**src/rtl/hpn_pkg.sv**
```systemverilog
// ----------------------------------------------------------------------------
// HEALPix neighbour finder package
// Shared widths, direction codes, pipeline payload types and the function
// that gives neighbouring base faces.
// ----------------------------------------------------------------------------
package hpn_pkg;

  // Coordinate width on a face, pixel width, and width of nside squared.
  localparam int CW    = 14;
  localparam int PW    = 30;
  localparam int NW    = 28;
  localparam int CODEW = 2 * CW;
  localparam int NDIR  = 8;

  typedef logic [CW-1:0] coord_t;

  // Directions in the order in which results leave the block.
  typedef enum logic [2:0] {
    DIR_E  = 3'd0,  // (+,0)
    DIR_NE = 3'd1,  // (+,+)
    DIR_N  = 3'd2,  // (0,+)
    DIR_NW = 3'd3,  // (-,+)
    DIR_W  = 3'd4,  // (-,0)
    DIR_SW = 3'd5,  // (-,-)
    DIR_S  = 3'd6,  // (0,-)
    DIR_SE = 3'd7   // (+,-)
  } dir_t;

  // One neighbour candidate.
  typedef struct packed {
    logic       ex;
    logic [3:0] face;
    coord_t     nx;
    coord_t     ny;
  } cand_t;

  // Payload of the front pipeline; fields are reused as the item moves on.
  typedef struct packed {
    logic [PW-1:0] pix;
    logic          inv;
    logic [3:0]    f;
    logic [NW-1:0] rem;
    logic [NW-1:0] orig;
    coord_t        q;
  } fr_t;

  // One item's full set of candidates, held by the serializer.
  typedef struct packed {
    cand_t [NDIR-1:0] c;
    logic             inv;
    logic [2:0]       last_dir;
  } job_t;

  // First stage of the result pipeline.
  typedef struct packed {
    logic [3:0] face;
    coord_t     nx;
    coord_t     ny;
    logic       last;
    logic       inv;
  } em1_t;

  // Second stage of the result pipeline: products are registered here.
  typedef struct packed {
    logic [31:0]      base;
    logic [NW-1:0]    prod;
    coord_t           ny;
    logic [CODEW-1:0] code;
    logic             last;
    logic             inv;
  } em2_t;

  // Base face across an edge or corner of face f.
  function automatic logic [3:0] face_step(logic [3:0] f, dir_t d);
    logic [1:0] fl;
    logic [3:0] r;
    fl = f[1:0];
    if (f <= 4'd3) begin
      case (d)
        DIR_E:   r = {2'b00, fl + 2'd1};
        DIR_N:   r = {2'b00, fl + 2'd3};
        DIR_NE:  r = {2'b00, fl + 2'd2};
        DIR_W:   r = f + 4'd4;
        DIR_S:   r = {2'b01, fl + 2'd1};
        default: r = f + 4'd8;
      endcase
    end else if (f >= 4'd8) begin
      case (d)
        DIR_E:   r = {2'b01, fl + 2'd1};
        DIR_N:   r = f - 4'd4;
        DIR_W:   r = {2'b10, fl + 2'd3};
        DIR_S:   r = {2'b10, fl + 2'd1};
        DIR_SW:  r = {2'b10, fl + 2'd2};
        default: r = f - 4'd8;
      endcase
    end else begin
      case (d)
        DIR_E:   r = f - 4'd4;
        DIR_N:   r = {2'b00, fl + 2'd3};
        DIR_W:   r = {2'b10, fl + 2'd3};
        DIR_S:   r = f + 4'd4;
        DIR_SE:  r = {2'b01, fl + 2'd1};
        default: r = {2'b01, fl - 2'd1};
      endcase
    end
    return r;
  endfunction

endpackage

```
**src/rtl/healpix_pixel_neighbours_core.sv**
```systemverilog
// ----------------------------------------------------------------------------
// HEALPix pixel neighbour finder
// Splits a fine pixel index into base face and face coordinates, finds the
// six to eight neighbouring pixels and sends them out one per transfer.
// ----------------------------------------------------------------------------
//
//   Channel | Ports                                        | Direction
//   --------+----------------------------------------------+----------
//   input   | in_valid, in_stall, in_pixel_index           | in
//   result  | out_valid, out_stall, out_neighbour_index,   | out
//           | out_last, out_invalid                        |
//   config  | cfg_we, cfg_nside                            | in
//
// A pixel takes one walk of the shared result path, one step per direction
// in order, a missing corner before the end still taking its step and the
// walk ending at the last existing neighbour; an out-of-range pixel takes a
// single step. The serializer that walks directions sets the pixel rate; the
// front pipeline behind it takes one pixel per cycle while it has room.
// Reset clears all valid bits and sets nside to 1. A stall on the result
// side holds each full stage with no empty stage ahead of it; nothing is
// dropped or repeated.
module healpix_pixel_neighbours_core
  import hpn_pkg::*;
#(
  parameter int NSIDE_BITS = 13
) (
  input  logic          clk,
  input  logic          rst_n,
  input  logic          cfg_we,
  input  logic [13:0]   cfg_nside,
  input  logic          in_valid,
  output logic          in_stall,
  input  logic [PW-1:0] in_pixel_index,
  output logic          out_valid,
  input  logic          out_stall,
  output logic [PW-1:0] out_neighbour_index,
  output logic          out_last,
  output logic          out_invalid
);

  // Front stages: capture, coarse face, fine face, divider bits, decode.
  localparam int ST_DIV  = 3;
  localparam int ST_DEC  = ST_DIV + CW;
  localparam int NF      = ST_DEC + 1;

  // --------------------------------------------------------------------------
  // Coordinate packing helpers.
  // --------------------------------------------------------------------------
  function automatic logic [CODEW-1:0] interleave(coord_t x, coord_t y);
    logic [CODEW-1:0] r;
    r = '0;
    for (int b = 0; b < NSIDE_BITS; b++) begin
      r[2*b]   = x[b];
      r[2*b+1] = y[b];
    end
    return r;
  endfunction

  function automatic coord_t deint(logic [NW-1:0] p, int ofs);
    coord_t r;
    r = '0;
    for (int b = 0; b < NSIDE_BITS; b++) begin
      r[b] = p[2*b+ofs];
    end
    return r;
  endfunction

  // --------------------------------------------------------------------------
  // Neighbour candidates for face f at (x, y), edge coordinate m.
  // --------------------------------------------------------------------------
  function automatic job_t nb_calc(logic [3:0] f, coord_t x, coord_t y, coord_t m,
                                   logic inv);
    job_t   j;
    logic   north;
    logic   south;
    logic   equ;
    logic   xm;
    logic   ym;
    logic   x0;
    logic   y0;
    coord_t nx;
    coord_t ny;
    coord_t t;
    north = (f <= 4'd3);
    south = (f >= 4'd8);
    equ   = !north && !south;
    xm    = (x == m);
    ym    = (y == m);
    x0    = (x == '0);
    y0    = (y == '0);
    j     = '0;
    j.inv = inv;
    for (int d = 0; d < NDIR; d++) begin
      j.c[d].ex = 1'b1;
    end

    // East.
    if (xm) begin
      j.c[DIR_E].face = face_step(f, DIR_E);
      j.c[DIR_E].nx   = north ? y : '0;
      j.c[DIR_E].ny   = north ? m : y;
    end else begin
      j.c[DIR_E].face = f;
      j.c[DIR_E].nx   = x + 1'b1;
      j.c[DIR_E].ny   = y;
    end

    // North-east corner; north faces swap coordinates across the edge.
    nx = xm ? '0 : x + 1'b1;
    ny = ym ? '0 : y + 1'b1;
    if (north) begin
      if (xm) nx = m;
      if (ym) ny = m;
      if (xm || ym) begin
        t  = nx;
        nx = ny;
        ny = t;
      end
    end
    j.c[DIR_NE].nx = nx;
    j.c[DIR_NE].ny = ny;
    if (xm && ym) begin
      j.c[DIR_NE].ex   = !equ;
      j.c[DIR_NE].face = face_step(f, DIR_NE);
    end else if (xm) begin
      j.c[DIR_NE].face = face_step(f, DIR_E);
    end else if (ym) begin
      j.c[DIR_NE].face = face_step(f, DIR_N);
    end else begin
      j.c[DIR_NE].face = f;
    end

    // North.
    if (ym) begin
      j.c[DIR_N].face = face_step(f, DIR_N);
      j.c[DIR_N].nx   = north ? m : x;
      j.c[DIR_N].ny   = north ? x : '0;
    end else begin
      j.c[DIR_N].face = f;
      j.c[DIR_N].nx   = x;
      j.c[DIR_N].ny   = y + 1'b1;
    end

    // North-west corner.
    nx = x0 ? m : x - 1'b1;
    ny = ym ? '0 : y + 1'b1;
    if (x0 && ym) begin
      j.c[DIR_NW].ex   = equ;
      j.c[DIR_NW].face = face_step(f, DIR_NW);
      j.c[DIR_NW].nx   = nx;
      j.c[DIR_NW].ny   = ny;
    end else if (x0) begin
      j.c[DIR_NW].face = face_step(f, DIR_W);
      j.c[DIR_NW].nx   = south ? ny : nx;
      j.c[DIR_NW].ny   = south ? '0 : ny;
    end else if (ym) begin
      j.c[DIR_NW].face = face_step(f, DIR_N);
      j.c[DIR_NW].nx   = north ? m : nx;
      j.c[DIR_NW].ny   = north ? nx : ny;
    end else begin
      j.c[DIR_NW].face = f;
      j.c[DIR_NW].nx   = nx;
      j.c[DIR_NW].ny   = ny;
    end

    // West.
    if (x0) begin
      j.c[DIR_W].face = face_step(f, DIR_W);
      j.c[DIR_W].nx   = south ? y : m;
      j.c[DIR_W].ny   = south ? '0 : y;
    end else begin
      j.c[DIR_W].face = f;
      j.c[DIR_W].nx   = x - 1'b1;
      j.c[DIR_W].ny   = y;
    end

    // South-west corner; south faces swap coordinates across the edge.
    nx = x0 ? m : x - 1'b1;
    ny = y0 ? m : y - 1'b1;
    if (south) begin
      if (x0) nx = '0;
      if (y0) ny = '0;
      if (x0 || y0) begin
        t  = nx;
        nx = ny;
        ny = t;
      end
    end
    j.c[DIR_SW].nx = nx;
    j.c[DIR_SW].ny = ny;
    if (x0 && y0) begin
      j.c[DIR_SW].ex   = !equ;
      j.c[DIR_SW].face = face_step(f, DIR_SW);
    end else if (x0) begin
      j.c[DIR_SW].face = face_step(f, DIR_W);
    end else if (y0) begin
      j.c[DIR_SW].face = face_step(f, DIR_S);
    end else begin
      j.c[DIR_SW].face = f;
    end

    // South.
    if (y0) begin
      j.c[DIR_S].face = face_step(f, DIR_S);
      j.c[DIR_S].nx   = south ? '0 : x;
      j.c[DIR_S].ny   = south ? x : m;
    end else begin
      j.c[DIR_S].face = f;
      j.c[DIR_S].nx   = x;
      j.c[DIR_S].ny   = y - 1'b1;
    end

    // South-east corner.
    nx = xm ? '0 : x + 1'b1;
    ny = y0 ? m : y - 1'b1;
    if (xm && y0) begin
      j.c[DIR_SE].ex   = equ;
      j.c[DIR_SE].face = face_step(f, DIR_SE);
      j.c[DIR_SE].nx   = nx;
      j.c[DIR_SE].ny   = ny;
    end else if (xm) begin
      j.c[DIR_SE].face = face_step(f, DIR_E);
      j.c[DIR_SE].nx   = north ? ny : nx;
      j.c[DIR_SE].ny   = north ? m : ny;
    end else if (y0) begin
      j.c[DIR_SE].face = face_step(f, DIR_S);
      j.c[DIR_SE].nx   = south ? '0 : nx;
      j.c[DIR_SE].ny   = south ? nx : ny;
    end else begin
      j.c[DIR_SE].face = f;
      j.c[DIR_SE].nx   = nx;
      j.c[DIR_SE].ny   = ny;
    end

    // The run ends at the highest direction that has a neighbour.
    j.last_dir = 3'(DIR_S);
    for (int d = 0; d < NDIR; d++) begin
      if (j.c[d].ex) j.last_dir = 3'(d);
    end
    return j;
  endfunction

  // --------------------------------------------------------------------------
  // Configuration and values derived from it.
  // --------------------------------------------------------------------------
  logic [13:0]   nside_r;
  logic [NW-1:0] ns2_r;
  logic          pow4_r;

  always_ff @(posedge clk) begin
    if (!rst_n) begin
      nside_r <= 14'd1;
      ns2_r   <= NW'(1);
      pow4_r  <= 1'b1;
    end else begin
      if (cfg_we) nside_r <= cfg_nside;
      ns2_r  <= NW'(nside_r) * NW'(nside_r);
      pow4_r <= (nside_r != '0) && ((nside_r & (nside_r - 1'b1)) == '0) &&
                ((nside_r & 14'h1555) != '0);
    end
  end

  // --------------------------------------------------------------------------
  // Front pipeline: face split, division into coordinates, decode.
  // --------------------------------------------------------------------------
  fr_t          fr_r   [NF];
  fr_t          fr_nxt [NF];
  logic [NF-1:0] fv_r;
  logic [NF:0]   frdy;
  logic          ser_rdy;

  // Each stage takes new data when it is empty or its content moves on.
  always_comb begin
    frdy[NF] = ser_rdy;
    for (int i = NF - 1; i >= 0; i--) begin
      frdy[i] = !fv_r[i] || frdy[i+1];
    end
  end

  assign in_stall = !frdy[0];

  // Capture stage.
  always_comb begin
    fr_nxt[0]     = fr_r[0];
    fr_nxt[0].pix = in_pixel_index;
  end

  // Coarse face group from 4*nside^2 and 8*nside^2, plus range check.
  always_comb begin
    logic [32:0] p;
    logic [32:0] q4;
    logic [32:0] q8;
    logic [32:0] q12;
    logic        g1;
    logic        g2;
    p   = 33'(fr_r[0].pix);
    q4  = {3'b000, ns2_r, 2'b00};
    q8  = {2'b00, ns2_r, 3'b000};
    q12 = q4 + q8;
    g2  = (p >= q8);
    g1  = (p >= q4);
    fr_nxt[1]     = fr_r[0];
    fr_nxt[1].inv = (p >= q12);
    fr_nxt[1].f   = g2 ? 4'd8 : (g1 ? 4'd4 : 4'd0);
    fr_nxt[1].pix = g2 ? PW'(p - q8) : (g1 ? PW'(p - q4) : PW'(p));
  end

  // Fine face within the group and the in-face index.
  always_comb begin
    logic [PW-1:0] r;
    logic [PW-1:0] n1;
    logic [PW-1:0] n2;
    logic [PW-1:0] n3;
    logic [PW-1:0] sel;
    logic [1:0]    jj;
    r  = fr_r[1].pix;
    n1 = PW'(ns2_r);
    n2 = {1'b0, ns2_r, 1'b0};
    n3 = n1 + n2;
    if (r >= n3) begin
      jj  = 2'd3;
      sel = n3;
    end else if (r >= n2) begin
      jj  = 2'd2;
      sel = n2;
    end else if (r >= n1) begin
      jj  = 2'd1;
      sel = n1;
    end else begin
      jj  = 2'd0;
      sel = '0;
    end
    fr_nxt[2]      = fr_r[1];
    fr_nxt[2].f    = {fr_r[1].f[3:2], jj};
    fr_nxt[2].rem  = NW'(r - sel);
    fr_nxt[2].orig = NW'(r - sel);
    fr_nxt[2].q    = '0;
  end

  // Restoring divider by nside, one quotient bit per stage, high bit first.
  for (genvar k = 0; k < CW; k++) begin : g_div
    localparam int B = CW - 1 - k;
    always_comb begin
      logic [NW-1:0] dv;
      dv = NW'(nside_r) << B;
      fr_nxt[ST_DIV+k] = fr_r[ST_DIV+k-1];
      if (fr_r[ST_DIV+k-1].rem >= dv) begin
        fr_nxt[ST_DIV+k].rem  = fr_r[ST_DIV+k-1].rem - dv;
        fr_nxt[ST_DIV+k].q[B] = 1'b1;
      end
    end
  end

  // Decode: bit interleaving for powers of four, row-major otherwise.
  always_comb begin
    fr_nxt[ST_DEC]   = fr_r[ST_DEC-1];
    fr_nxt[ST_DEC].q = pow4_r ? deint(fr_r[ST_DEC-1].orig, 0) : fr_r[ST_DEC-1].q;
    fr_nxt[ST_DEC].rem = pow4_r ? NW'(deint(fr_r[ST_DEC-1].orig, 1))
                                : fr_r[ST_DEC-1].rem;
  end

  // Stage registers.
  always_ff @(posedge clk) begin
    if (!rst_n) begin
      fv_r <= '0;
    end else begin
      for (int i = 0; i < NF; i++) begin
        if (frdy[i]) fv_r[i] <= (i == 0) ? in_valid : fv_r[(i == 0) ? 0 : i - 1];
      end
    end
  end

  always_ff @(posedge clk) begin
    for (int i = 0; i < NF; i++) begin
      if (frdy[i]) fr_r[i] <= fr_nxt[i];
    end
  end

  // --------------------------------------------------------------------------
  // Neighbour stage and serializer: one direction per cycle unless the result side stalls.
  // --------------------------------------------------------------------------
  job_t       job_r;
  job_t       job_nxt;
  logic       busy_r;
  logic [2:0] dir_r;
  cand_t      cur;
  logic       done;
  logic       step;
  logic       e1_rdy;

  always_comb begin
    job_nxt = nb_calc(fr_r[NF-1].f, fr_r[NF-1].q, coord_t'(fr_r[NF-1].rem),
                      nside_r - 1'b1, fr_r[NF-1].inv);
  end

  assign cur     = job_r.c[dir_r];
  assign done    = job_r.inv || (dir_r == job_r.last_dir);
  assign step    = busy_r && e1_rdy;
  assign ser_rdy = !busy_r || (step && done);

  always_ff @(posedge clk) begin
    if (!rst_n) begin
      busy_r <= 1'b0;
      dir_r  <= '0;
    end else if (fv_r[NF-1] && ser_rdy) begin
      busy_r <= 1'b1;
      dir_r  <= '0;
    end else if (step) begin
      if (done) busy_r <= 1'b0;
      dir_r <= dir_r + 1'b1;
    end
  end

  always_ff @(posedge clk) begin
    if (fv_r[NF-1] && ser_rdy) job_r <= job_nxt;
  end

  // --------------------------------------------------------------------------
  // Result pipeline: select, multiply, add.
  // --------------------------------------------------------------------------
  em1_t e1_r;
  em1_t e1_nxt;
  logic e1v_r;
  em2_t e2_r;
  em2_t e2_nxt;
  logic e2v_r;
  logic e2_rdy;
  logic o_rdy;
  logic          out_valid_r;
  logic [PW-1:0] out_index_r;
  logic [PW-1:0] out_index_nxt;
  logic          out_last_r;
  logic          out_invalid_r;

  assign o_rdy  = !out_valid_r || !out_stall;
  assign e2_rdy = !e2v_r || o_rdy;
  assign e1_rdy = !e1v_r || e2_rdy;

  always_comb begin
    e1_nxt.face = cur.face;
    e1_nxt.nx   = cur.nx;
    e1_nxt.ny   = cur.ny;
    e1_nxt.last = done;
    e1_nxt.inv  = job_r.inv;
  end

  always_comb begin
    e2_nxt.base = 32'(ns2_r) * 32'(e1_r.face);
    e2_nxt.prod = NW'(nside_r) * NW'(e1_r.nx);
    e2_nxt.ny   = e1_r.ny;
    e2_nxt.code = interleave(e1_r.nx, e1_r.ny);
    e2_nxt.last = e1_r.last;
    e2_nxt.inv  = e1_r.inv;
  end

  always_comb begin
    logic [32:0] sum;
    sum = 33'(e2_r.base) + (pow4_r ? 33'(e2_r.code)
                                   : 33'(e2_r.prod) + 33'(e2_r.ny));
    out_index_nxt = e2_r.inv ? '0 : sum[PW-1:0];
  end

  // Valid bits of the result pipeline.
  always_ff @(posedge clk) begin
    if (!rst_n) begin
      e1v_r       <= 1'b0;
      e2v_r       <= 1'b0;
      out_valid_r <= 1'b0;
    end else begin
      if (e1_rdy) e1v_r <= step && (job_r.inv || cur.ex);
      if (e2_rdy) e2v_r <= e1v_r;
      if (o_rdy)  out_valid_r <= e2v_r;
    end
  end

  // Payload of the result pipeline.
  always_ff @(posedge clk) begin
    if (e1_rdy) e1_r <= e1_nxt;
    if (e2_rdy) e2_r <= e2_nxt;
    if (o_rdy) begin
      out_index_r   <= out_index_nxt;
      out_last_r    <= e2_r.last;
      out_invalid_r <= e2_r.inv;
    end
  end

  assign out_valid           = out_valid_r;
  assign out_neighbour_index = out_index_r;
  assign out_last            = out_last_r;
  assign out_invalid         = out_invalid_r;

endmodule

```
**config.mk**
```make
export PLATFORM = sky130hd
export DESIGN_NAME = healpix_pixel_neighbours_core
export DESIGN_NICKNAME = d
export VERILOG_FILES = /design/src/rtl/hpn_pkg.sv /design/src/rtl/healpix_pixel_neighbours_core.sv
export SDC_FILE = /design/constraint.sdc
export NUM_CORES = 2
export LEC_CHECK = 0
export BUFFER_PORTS_ARGS = -buffer_cell sky130_fd_sc_hd__buf_2
export CORE_MARGIN = 3
export CORE_UTILIZATION = 60
export CTS_BUF_LIST = sky130_fd_sc_hd__clkbuf_16
export CTS_CLUSTER_DIAMETER = 40
export DETAILED_ROUTE_END_ITERATION = 10
export GPL_TIMING_DRIVEN = 0
export PLACE_DENSITY = 0.76
export RECOVER_POWER = 25
export SLEW_MARGIN = 30
export SYNTH_ARGS = -nofsm -noshare
export SYNTH_HDL_FRONTEND = slang
export SYNTH_SLANG_ARGS = --single-unit
```
**constraint.sdc**
```tcl
create_clock -name clk -period 18.5 [get_ports clk]
set_input_delay 3.7 -clock clk [delete_from_list [all_inputs] [get_ports clk]]
set_output_delay 3.7 -clock clk [all_outputs]
set_load 0.05 [all_outputs]
```
==> results.json <==
{
  "p_leak_nw": 40.8,
  "syn_inst": 7962,
  "cts_root_buf": "clkbuf_16",
  "powerDensity_nw_per_um2": 152,
  "die-area_sq_um": 154000,
  "arrival_ps": 7860,
  "relSlewSlack": -0.789,
  "ctsResizeCount": 0,
  "ys.flop_type": "edfxtp_1",
  "drv_slew": 81,
  "cts_sinks": 1436,
  "crit_required_ps": 14800,
  "syn_area_sq_um": 89400,
  "area_growth_pct": 11.9,
  "synth_edf_count": 1369,
  "drive_gt1_frac": 0.0850,
  "routed_via_density": 6.31,
  "grt.overflow.total": 0,
  "synth_area_leaders": "edfxtp_1 46%, ha_1 9.5%, fa_1 7.3%, xnor2_1 3.2%, nand2_1 3.0%",
  "stdcell_area_sq_um": 100000,
  "async_flop_share": 0,
  "cts.clk_slew.worst_paths_ps": 60,
  "die_h_um": 392,
  "critPathMaxFanout": 11,
  "endpoint": "in_stall",
  "fillers": 10800,
  "r2r_start": "nside_r[1]",
  "ir_drop_v": 0.000129,
  "layout_commonest_cell": "edfxtp_1",
  "cts_tree": "built",
  "grt_pass1_vias": 64900,
  "worstRegToRegCells": 26,
  "synth_top_area_frac": 0.460,
  "drv_cap": 3,
  "finalCritPeriodShare": 0.625,
  "cts_made_buffers": 195,
  "grt_first_pass_wirelength_um": 397000,
  "worstMarginPinSlew_ps": 2680,
  "htreeDepth": 4,
  "status": "complete, but fails checks",
  "post_cts_buffers": 0,
  "synth.largest_area_cell": "edfxtp_1",
  "hold_viol": 0,
  "start_util": 0.605,
  "clock_latency_ps": 850,
  "wl_per_cell_um": 25.6,
  "first_pass_iters": 7,
  "vias": 65600,
  "io_buffers": 80,
  "synth_cell_types": 98,
  "drt_iter0_markers": 7257,
  "hold_path_class": "flip-flop to flip-flop",
  "avgSynthCellArea_sq_um": 11.2,
  "grtUsageTotal": 0.347,
  "grt_max_degree": 56,
  "crit_path_start_kind": "primary input",
  "drcViolationCount": 0,
  "endpoint_kind": "primary output",
  "fin_util": 0.677,
  "ant_nets": 0,
  "num_rows": 141,
  "dpl-instance-area_sq_um": 93400,
  "timing.fmax_mhz": 86.5,
  "clockBufferDepth": 3,
  "period_needed_ps": 11560,
  "rsz0062_at_grt": "no",
  "postCtsHoldBufs": 0,
  "gp_congestion": 1.09,
  "place_hpwl_um": 195000,
  "wl_um": 266000,
  "num-nets-final": 9336,
  "hold_ws_ps": 399,
  "seq_area_frac_synth": 0.475,
  "ys_seq_elements": 1436,
  "r2r_slack_ps": 8040,
  "crit_path_start": "out_stall",
  "die_w_um": 392,
  "final_cell_mix": "1,369 x edfxtp_1, 718 x nand2_1, 681 x ha_1",
  "violations": "max-capacitance violations, max-slew violations",
  "r2r-end": "ns2_r[27]",
  "io_pins": 83,
  "crit_type": "primary input to primary output",
  "setup_violations": 0,
  "ys_warn_count": 0,
  "finalClockSkew_ps": 63.8,
  "antenna_found_initial": 10,
  "core_sq_um": 148000
}
-- cell type report --
class	count	area [sq um]	share of cell area
Multi-Input combinational cell	5636	43700	0.437
Sequential cell	1436	42500	0.424
Clock buffer	197	4930	0.0493
Tap cell	1930	2410	0.0241
Inverter	601	2280	0.0228
Clock inverter	169	1840	0.0183
Timing Repair Buffer	120	1210	0.0121
Buffer	290	1200	0.0120
Antenna cell	5	12.5	0.000125
-- sequential cells by signal, summed over array words and instances, names as in the netlist, 3 cells and up --
| register | flops |
|---|---|
| dir_r | 3 |
| e2_r | 87 |
| job_r | 260 |
| e1_r | 34 |
| fv_r | 18 |
| ns2_r | 27 |
| nside_r | 14 |
| out_neighbour_index | 30 |
| fr_r | 955 |
-- power by group --
group	leakage (nW)	switching [mW]	internal, mW	total [mW]
Combinational	23.1	3.42	2.29	5.71
Sequential	14.4	0.684	5.06	5.74
Clock	3.28	1.57	2.23	3.79
Total	40.8	5.67	9.57	15.2
-- metal layers --
layer / vias to the layer above / wire (um) / global-route usage
li1: 29400 / - / -
met4: 8 / 16000 / 0.178
met5: - / 140 / 0
met3: 820 / 25700 / 0.0745
met2: 3417 / 120000 / 0.542
met1: 31900 / 105000 / 0.459
-- logic make-up (layout without fill, tap and decap cells) --
kind of cell | after synthesis | after routing | synth area share
simple gates | 2247 | 2247 | 0.120
other cells | 2 | 8 | 0.0000840
xor+xnor | 519 | 519 | 0.0511
flops | 1436 | 1436 | 0.475
fa+ha+maj | 1011 | 1011 | 0.169
buf+inv | 891 | 1377 | 0.0379
compound gates | 1655 | 1655 | 0.115
mux | 201 | 201 | 0.0329
-- synthesized netlist by cell type, types with 52 or more instances --
library cell  instances
dfxtp_1              67
nand2_1             726
nand2b_1             85
o21ai_0             428
nor2b_1              96
o21a_1               74
nand4_1              64
edfxtp_1           1369
xor2_1              193
xnor2_1             324
nor2_1              572
a21oi_1             502
nor3_1              114
a21o_1              168
ha_1                681
and2_1              176
nor4_1               63
fa_1                326
mux2_2               99
nand3_1             140
inv_1               594
clkbuf_1            255
mux4_2               64
o22ai_1              52
-- how the worst min path moves through the flow --
stage                            start  slack (ps)  cells after the start            to
after floorplan           fr_r[17][74]         400                      0     e1_nxt[0]
after global placement    fr_r[13][70]         400                      0  fr_r[14][70]
after detailed placement       e1_r[3]         400                      0      e2_r[31]
after CTS                 fr_r[14][19]         390                      0  fr_r[15][19]
after global routing      fr_r[13][32]         400                      0  fr_r[14][32]
final                     fr_r[14][19]         400                      0  fr_r[15][19]
-- worst max-delay path, cell delays in order --
cell and delay, ps:
clkbuf_1 230, nand4_1 370, buf_4 330, nand2_1 80
nand2_1 140, nor3_1 590, and2_1 400, inv_4 150
nor2_1 450, nand2_4 180, nor2_1 430, nand3_2 360
inv_1 160, buf_2 280
-- through the flow --
step	worst slack [ps]	total power, mW	TNS, ps	cells
final	6940	15.2	0	10400
after global routing	6710	16.1	0	10400
after CTS	7100	15.2	0	10400
after detailed placement	7190	11.3	0	10000
after global placement	-3380	11.1	-869690	9973
after floorplan	1660	9.57	0	7963
Power figures use the tool's default switching activity.
